**src/sv/pie_pkg.sv**
```systemverilog
package pie_pkg;

  localparam int PaletteEntriesDef = 16;
  localparam int AlphaShiftDef     = 24;

  localparam int EntryIdxW = 4;
  localparam int WordW     = 32;
  localparam int ByteW     = 8;
  localparam int AlphaW    = 8;
  localparam int BufW      = 16;
  localparam int CntW      = 5;
  localparam int BpiW      = 3;
  localparam int IdxW      = 4;
  localparam int CfgIdxW   = 2;
  localparam int CfgDataW  = 8;

  localparam logic [BpiW-1:0]   BpiReset        = 3'd4;
  localparam logic [BpiW-1:0]   BpiMax          = 3'd4;
  localparam logic [AlphaW-1:0] FixedAlphaReset = 8'd255;
  localparam logic [CntW-1:0]   PushLimit       = CntW'(BufW - ByteW);

  typedef enum logic [1:0] {
    KIND_PAL_WR = 2'd0,
    KIND_PUSH   = 2'd1,
    KIND_EMIT   = 2'd2,
    KIND_CLEAR  = 2'd3
  } kind_e;

  typedef enum logic [1:0] {
    STATUS_OK      = 2'd0,
    STATUS_SHORT   = 2'd1,
    STATUS_REFUSED = 2'd2
  } status_e;

  typedef enum logic [CfgIdxW-1:0] {
    CFG_BITS_PER_INDEX  = 2'd0,
    CFG_ALPHA_FROM_ITEM = 2'd1,
    CFG_FIXED_ALPHA     = 2'd2
  } cfg_reg_e;

  typedef struct packed {
    kind_e                kind;
    logic [EntryIdxW-1:0] entry_index;
    logic [WordW-1:0]     entry_word;
    logic [ByteW-1:0]     index_byte;
    logic [AlphaW-1:0]    pixel_alpha;
  } in_item_t;

  typedef struct packed {
    logic [WordW-1:0] pixel_word;
    status_e          status;
  } out_item_t;

  // what the unpacker tells the lookup stage about one item
  typedef struct packed {
    logic            has_result;
    status_e         status;
    logic            rd_en;
    logic [IdxW-1:0] idx;
  } unpack_ctl_t;

endpackage

```
**src/sv/palette_index_pixel_expander.sv**
```systemverilog
// a push or emit item shows its result after it passes the palette read register and then the output register
// throughput: one item per cycle while the output is not stalled; palette read (synchronous ram) then output register
// palette writes and clears give no result and take one slot each
// reset clears the bit buffer, fill count and pipeline valids and loads the config reset values
// palette contents are undefined after reset until written
module palette_index_pixel_expander
  import pie_pkg::*;
#(
  parameter int PALETTE_ENTRIES = PaletteEntriesDef,
  parameter int ALPHA_SHIFT     = AlphaShiftDef
) (
  input  logic                clk_i,
  input  logic                rst_ni,
  input  logic                cfg_we_i,
  input  logic [CfgIdxW-1:0]  cfg_idx_i,
  input  logic [CfgDataW-1:0] cfg_wdata_i,
  input  logic                in_valid_i,
  output logic                in_ready_o,
  input  in_item_t            in_item_i,
  output logic                out_valid_o,
  input  logic                out_ready_i,
  output out_item_t           out_item_o
);

  localparam int AddrW = (PALETTE_ENTRIES > 1) ? $clog2(PALETTE_ENTRIES) : 1;

  logic [BpiW-1:0]   bpi_q;
  logic              alpha_from_item_q;
  logic [AlphaW-1:0] fixed_alpha_q;

  logic        accept;
  unpack_ctl_t ctl;

  logic [WordW-1:0] mem [PALETTE_ENTRIES];
  logic [WordW-1:0] rdata_q;
  logic             mem_we;

  logic              s1_valid_q;
  status_e           s1_status_q;
  logic [AlphaW-1:0] s1_alpha_q;
  logic              s1_zero_q;
  logic              s1_advance;
  logic [WordW-1:0]  s1_pixel;

  logic      out_valid_q;
  out_item_t out_item_q;

  always_ff @(posedge clk_i or negedge rst_ni) begin
    if (!rst_ni) begin
      bpi_q             <= BpiReset;
      alpha_from_item_q <= 1'b1;
      fixed_alpha_q     <= FixedAlphaReset;
    end else if (cfg_we_i) begin
      case (cfg_reg_e'(cfg_idx_i))
        CFG_BITS_PER_INDEX:  bpi_q             <= cfg_wdata_i[BpiW-1:0];
        CFG_ALPHA_FROM_ITEM: alpha_from_item_q <= cfg_wdata_i[0];
        CFG_FIXED_ALPHA:     fixed_alpha_q     <= cfg_wdata_i[AlphaW-1:0];
        default: begin
          bpi_q <= bpi_q;
        end
      endcase
    end
  end

  // stage 1 moves on whenever the output register is free or being drained
  assign s1_advance = !out_valid_q || out_ready_i;
  assign in_ready_o = !s1_valid_q || s1_advance;
  assign accept     = in_valid_i && in_ready_o;

  pie_unpack u_unpack (
    .clk_i            (clk_i),
    .rst_ni           (rst_ni),
    .accept_i         (accept),
    .kind_i           (in_item_i.kind),
    .index_byte_i     (in_item_i.index_byte),
    .bits_per_index_i (bpi_q),
    .ctl_o            (ctl)
  );

  assign mem_we = accept && (in_item_i.kind == KIND_PAL_WR) &&
                  ({1'b0, in_item_i.entry_index} < (EntryIdxW+1)'(PALETTE_ENTRIES));

  // a write lands at its edge, so an emit in the next cycle already sees it
  always_ff @(posedge clk_i) begin
    if (mem_we) begin
      mem[in_item_i.entry_index[AddrW-1:0]] <= in_item_i.entry_word;
    end
    if (accept && ctl.rd_en) begin
      rdata_q <= mem[ctl.idx[AddrW-1:0]];
    end
  end

  always_ff @(posedge clk_i or negedge rst_ni) begin
    if (!rst_ni) begin
      s1_valid_q <= 1'b0;
    end else if (accept) begin
      s1_valid_q <= ctl.has_result;
    end else if (s1_advance) begin
      s1_valid_q <= 1'b0;
    end
  end

  always_ff @(posedge clk_i) begin
    if (accept) begin
      s1_status_q <= ctl.status;
      s1_alpha_q  <= alpha_from_item_q ? in_item_i.pixel_alpha : fixed_alpha_q;
      // pushes, errors and indices past the palette drop the ram word
      s1_zero_q   <= !ctl.rd_en ||
                     ({1'b0, ctl.idx} >= (IdxW+1)'(PALETTE_ENTRIES));
    end
  end

  always_comb begin
    if (s1_status_q != STATUS_OK) begin
      s1_pixel = '0;
    end else if (s1_zero_q) begin
      s1_pixel = '0;
    end else begin
      s1_pixel = rdata_q;
    end
  end

  always_ff @(posedge clk_i or negedge rst_ni) begin
    if (!rst_ni) begin
      out_valid_q <= 1'b0;
    end else if (s1_advance) begin
      out_valid_q <= s1_valid_q;
    end
  end

  logic s1_is_emit_q;

  always_ff @(posedge clk_i) begin
    if (accept) begin
      s1_is_emit_q <= (in_item_i.kind == KIND_EMIT);
    end
  end

  always_ff @(posedge clk_i) begin
    if (s1_advance && s1_valid_q) begin
      out_item_q.status <= s1_status_q;
      if (s1_is_emit_q && (s1_status_q == STATUS_OK)) begin
        out_item_q.pixel_word <= s1_pixel | (WordW'(s1_alpha_q) << ALPHA_SHIFT);
      end else begin
        out_item_q.pixel_word <= '0;
      end
    end
  end

  assign out_valid_o = out_valid_q;
  assign out_item_o  = out_item_q;

endmodule

```
**src/sv/pie_unpack.sv**
```systemverilog
module pie_unpack
  import pie_pkg::*;
(
  input  logic            clk_i,
  input  logic            rst_ni,
  input  logic            accept_i,
  input  kind_e           kind_i,
  input  logic [ByteW-1:0] index_byte_i,
  input  logic [BpiW-1:0] bits_per_index_i,
  output unpack_ctl_t     ctl_o
);

  logic [BufW-1:0] buf_q, buf_d;
  logic [CntW-1:0] cnt_q, cnt_d;
  logic [BpiW-1:0] width;
  logic [IdxW-1:0] mask;
  logic [BufW+ByteW-1:0] pushed;

  always_comb begin
    if (bits_per_index_i == '0) begin
      width = BpiW'(1);
    end else if (bits_per_index_i > BpiMax) begin
      width = BpiMax;
    end else begin
      width = bits_per_index_i;
    end
  end

  assign mask   = IdxW'((5'd1 << width) - 5'd1);
  assign pushed = {{BufW{1'b0}}, index_byte_i} << cnt_q[$clog2(BufW)-1:0];

  always_comb begin
    buf_d = buf_q;
    cnt_d = cnt_q;
    ctl_o = '{has_result: 1'b0, status: STATUS_OK, rd_en: 1'b0, idx: buf_q[IdxW-1:0] & mask};
    case (kind_i)
      KIND_PUSH: begin
        ctl_o.has_result = 1'b1;
        if (cnt_q > PushLimit) begin
          ctl_o.status = STATUS_REFUSED;
        end else begin
          buf_d = buf_q | pushed[BufW-1:0];
          cnt_d = cnt_q + CntW'(ByteW);
        end
      end
      KIND_EMIT: begin
        ctl_o.has_result = 1'b1;
        if (cnt_q < CntW'(width)) begin
          ctl_o.status = STATUS_SHORT;
        end else begin
          ctl_o.rd_en = 1'b1;
          buf_d = buf_q >> width;
          cnt_d = cnt_q - CntW'(width);
        end
      end
      KIND_CLEAR: begin
        buf_d = '0;
        cnt_d = '0;
      end
      default: begin
        buf_d = buf_q;
      end
    endcase
  end

  always_ff @(posedge clk_i or negedge rst_ni) begin
    if (!rst_ni) begin
      buf_q <= '0;
      cnt_q <= '0;
    end else if (accept_i) begin
      buf_q <= buf_d;
      cnt_q <= cnt_d;
    end
  end

endmodule

```
**config.mk**
```make
export PLATFORM = sky130hd
export DESIGN_NAME = palette_index_pixel_expander
export DESIGN_NICKNAME = d
export VERILOG_FILES = /design/src/sv/pie_pkg.sv /design/src/sv/palette_index_pixel_expander.sv /design/src/sv/pie_unpack.sv
export SDC_FILE = /design/constraint.sdc
export NUM_CORES = 1
export LEC_CHECK = 0
export BUFFER_PORTS_ARGS = -buffer_cell sky130_fd_sc_hd__clkbuf_2
export CAP_MARGIN = 15
export CELL_PAD_IN_SITES_DETAIL_PLACEMENT = 0
export CELL_PAD_IN_SITES_GLOBAL_PLACEMENT = 1
export CORE_MARGIN = 1
export CORE_UTILIZATION = 54
export CTS_CLUSTER_SIZE = 16
export DETAILED_ROUTE_END_ITERATION = 12
export GPL_ROUTABILITY_DRIVEN = 0
export GPL_TIMING_DRIVEN = 0
export PLACE_DENSITY = 0.76
export SLEW_MARGIN = 40
export SYNTH_ARGS = -nofsm -noshare
export SYNTH_HDL_FRONTEND = slang
export SYNTH_HIERARCHICAL = 1
export SYNTH_SLANG_ARGS = --single-unit
```
**constraint.sdc**
```tcl
create_clock -name clk_i -period 4.58 [get_ports clk_i]
set_input_delay 0.458 -clock clk_i [delete_from_list [all_inputs] [get_ports clk_i]]
set_output_delay 0.458 -clock clk_i [all_outputs]
set_load 0.1 [all_outputs]
```
==> impl.org <==
** Critical path
- CP Cell Sequence :: or2_2 > ha_1 > or3_1 > a21boi_0 > nor2b_1 > clkbuf_1 > clkbuf_1 > a22oi_1 > nand2_1
- For the worst setup path, the data required time is 5.03 ns.
- Largest incremental delay on the critical path :: 0.60 ns
- STA classifies the critical path endpoint as a register.
- Data arrives at the worst endpoint at 4.06 ns.
- In this run the worst setup path begins at bpi_q[1]$_DFFE_PN0P_.
- Reg2reg end :: rdata_q[24]$_DFFE_PP_
- Maximum fanout along the worst path :: 10
- Worst Setup EP :: rdata_q[24]$_DFFE_PP_
- Kind of start point of the critical path :: register
- Most common cell type on the critical path :: sky130_fd_sc_hd__clkbuf_1
- Class of the most critical setup path :: register to register
- Max stage delay cell, worst path :: sky130_fd_sc_hd__clkbuf_1
- R2R Path Start :: bpi_q[1]$_DFFE_PN0P_
- Setup slack of the worst register-to-register path :: 0.97 ns
- The number of cells on the worst reg-to-reg path is 9.

** STA
- Max Transition Viols Final :: 0
- Portion of the clock cycle consumed by the worst path in the final layout :: 78.8%
- Number of hold violations in the final report :: 0
- In the post-route analysis, the smallest setup slack over all paths is 0.969 ns.
- The smallest clock period supported by the final layout is computed as 3.61 ns.
- Across the routed clock network, the largest skew measured is 0.0169 ns.
- On the final layout, the worst hold slack is 0.0718 ns.
- Static timing analysis puts the maximum clock frequency at 0.277 GHz.
- Headroom to the max-slew limit came out at 43.9%.
- Setup violators final :: 0
- Unrepaired setup endpoints after global routing :: false
- Worst-margin pin slew :: 0.842 ns
- After routing, the total negative slack on setup checks comes to 0 ns.

** Clocking
- After clock tree synthesis, the clock-pin slew on the worst setup and hold paths is 0.06 ns.
- Clock sinks :: 625
- Once the clock tree was built, the setup fixing pass inserted 0 buffers.
- In this run, CTS created clock tree buffers numbering 60.
- CTS tree :: built
- Root Buffer Master :: sky130_fd_sc_hd__clkbuf_16
- Source-to-sink clock delay at the later pin of the worst-skew pair :: 0.63 ns
- CTS built an H-tree with a depth of 2.
- Maximum clock path buffer count :: 3

** Final layout
- # nets final :: 1547
- Fraction of final layout cells with drive strength greater than 1 :: 29.8%
- Core occupancy in the finished layout :: 64.4%
- Filler cells :: 3058
- Summed area of non-filler cells in the final layout :: 28800 µm²
- Relative to the synthesized area, the layout overhead comes to 16.6%.
- Number of antenna diodes :: 0

** Synth
- Sequential share of the synthesized area :: 75.4%
- Ys async rst share :: 5.60%
- In the synthesized netlist, the cells that appear most often are sky130_fd_sc_hd__edfxtp_1, sky130_fd_sc_hd__mux4_2, sky130_fd_sc_hd__a22oi_1.
- Mapped cell area :: 24700 µm²
- The share of synthesized area in the top cell type comes to 71.8%.
- Leading cell types by total area after synthesis :: sky130_fd_sc_hd__edfxtp_1, sky130_fd_sc_hd__mux4_2, sky130_fd_sc_hd__dfrtp_1, sky130_fd_sc_hd__a22oi_1, sky130_fd_sc_hd__mux2_2
- Summing the areas of all compound-gate instances in the mapped netlist gives 4.90% of the synthesized area.
- Synthesized-area fraction occupied by and/or/nand/nor cells :: 3.99%
- Among all flip-flop cells after synthesis, the most frequent one is sky130_fd_sc_hd__edfxtp_1.
- Number of distinct library cell variants in the gate-level netlist after synthesis :: 64
- In this run, synthesis produced a sequential element count of 625.
- By area, the combinational part of the netlist is dominated by multiplexers.
- The number of nets handed over by synthesis was 1334.
- Avg Synthesized Cell Area :: 19.7 µm²
- The synthesized netlist devotes 0.537% of its cell area to adder and majority cells.
- sky130_fd_sc_hd__edfxtp_1 is the most common cell in the netlist.
- The Yosys step of the flow raised 6 warnings.
- Multiplexer area fraction after synthesis :: 13.6%
- Of all cell types, the one taking the most synthesized area is sky130_fd_sc_hd__edfxtp_1.
- Xor and xnor area share after synthesis :: 0.0355%
- In the synthesized netlist, the number of instances is 1255.
- Number of flops mapped to enable cells by yosys :: 590

** Global routing
- Maximum number of pins on one net before global-route repair :: 36
- The via count of the first global-routing pass was 13200.
- For this run, the total global-route usage over all layers was measured as 24.7%.
- The total overflow left after global routing is 0.
- The first global-routing pass estimated 84000 µm of wire.
- Number of antenna violations at the first check in global routing :: 2

** Drt
- Once detail routing completed, the nets flagged for antenna violations numbered 0.
- TritonRoute pass-1 iters :: 5
- Average vias per placed instance :: 6.12
- Initial DRC Count :: 1634
- Routed WL :: 55600 µm
- Detailed-route wire length per cell :: 26.4 µm
- Total via count in the routed design :: 12900
- DRC Markers :: 0

** Flow run
- The tool flagged a number of max-cap violations equal to 0.

** Place
- Worst slack at placement :: 1.07 ns
- After legalization and detailed placement, the total HPWL measured 37000 µm.
- Input and output buffers added on the ports amount to 104.
- The placed instances occupy a cell area of 26900 µm².

** Floorplanning
- Placeable Area :: 44700 µm²
- Initial cell density of the core :: 55.2%
- Die footprint :: 46600 µm²
- The floorplan step set the die height to 216 µm.
- Die Span X :: 216 µm
- Standard-cell rows :: 77
- 105 I/O pins were placed.

** Pwr
- The worst-case IR drop observed on VDD is 0.000353 V.
- Summed over all cells, the static leakage comes to 9.46 nW.
- Power spread over the standard cell area amounts to 509 nW/µm².

** Worst hold path
- Worst min path class :: input port to register

** Run status
- The run finished with clean final reports.
==> timing repair <==
| item | 4_1_cts | 5_1_grt |
|---|---|---|
| hold endpoints to repair | 25 | 0 |
| hold buffers | 1 | 0 |
| resized for setup | 0 | 0 |
==> cells in the final DEF (no fill, tap or decap), types with 28 or more instances in the layout <==
cell	instances
sky130_fd_sc_hd__a21oi_1	29
sky130_fd_sc_hd__a22oi_1	65
sky130_fd_sc_hd__and2_1	28
sky130_fd_sc_hd__clkbuf_1	55
sky130_fd_sc_hd__clkbuf_16	61
sky130_fd_sc_hd__clkbuf_2	104
sky130_fd_sc_hd__edfxtp_1	590
sky130_fd_sc_hd__mux4_2	129
sky130_fd_sc_hd__nand2_1	45
sky130_fd_sc_hd__nor2_1	39
==> worst min path at each step <==
stage,startpoint,to,slack [ns],depth (start not counted)
floorplan,rst_ni,bpi_q[0]$_DFFE_PN0P_,0.16,0
global placement,s1_status_q[1]$_DFFE_PP_,out_item_o[1]$_DFFE_PP_,0.43,0
detailed placement,s1_status_q[1]$_DFFE_PP_,out_item_o[1]$_DFFE_PP_,0.44,0
CTS,cfg_wdata_i[4],fixed_alpha_q[4]$_DFFE_PN1P_,0.05,2
global route,cfg_wdata_i[4],fixed_alpha_q[4]$_DFFE_PN1P_,0.07,2
finish,cfg_wdata_i[4],fixed_alpha_q[4]$_DFFE_PN1P_,0.07,2
==> kinds of logic after synthesis <==
kind of cell / count (synthesis)
AO/OA/AOI/OAI: 168
XOR/XNOR: 1
adder cells (fa/ha/maj): 10
buffers and inverters: 83
flip-flops: 625
multiplexers: 172
other: 1
AND/OR/NAND/NOR: 195
==> power breakdown <==
part,switching (mW),leakage (nW),internal [mW],total (mW)
sequential,0.163,5.77,6.53,6.69
clock,2.06,0.902,2.66,4.72
combinational,1.83,2.79,1.40,3.23
==> cell type report <==
cell class	count	area (µm²)	share of cell area, %
plain buffers	67	320	1.11
repair buffers	151	1360	4.71
multi-input cells	547	5850	20.3
well taps	592	741	2.57
clock inverters	30	255	0.887
flip-flops and latches	625	18600	64.6
inverters	16	60.1	0.209
clock buffers	79	1590	5.54
==> worst max-delay path: cells and delay by family, from the launching register on <==
kind / cells / cell delay [ns]
compound gates: 2 / 0.61
fa+ha+maj: 1 / 0.20
buf+inv: 2 / 1.00
flops: 1 / 0.48
simple gates: 4 / 1.14
==> metal layers <==
| layer | GRT usage [%] | wire (µm) | share of wire, % |
|---|---|---|---|
| met1 | 35.9 | 23900 | 43 |
| met4 | 7.23 | 1260 | 2.3 |
| met3 | 3.92 | 3670 | 6.6 |
| met2 | 39.0 | 26800 | 48 |
| met5 | 0 | 27 | 0.049 |
==> per-stage QoR <==
step,instances,power (mW)
after floorplan,1255,9.13
after global placement,1951,9.98
after detailed placement,1997,10.0
after CTS,2107,14.7
after global routing,2107,15.2
final,2107,14.6
==> state kept, by name, summed over array words and instances, names as in the netlist, 2 cells and up <==
name            count
s1_status_q         2
s1_alpha_q          8
u_unpack/buf_q     16
out_item_o         34
fixed_alpha_q       8
rdata_q            32
u_unpack/cnt_q      5
mem               512
bpi_q               3
Note: power is estimated with default switching activity, not from simulation.
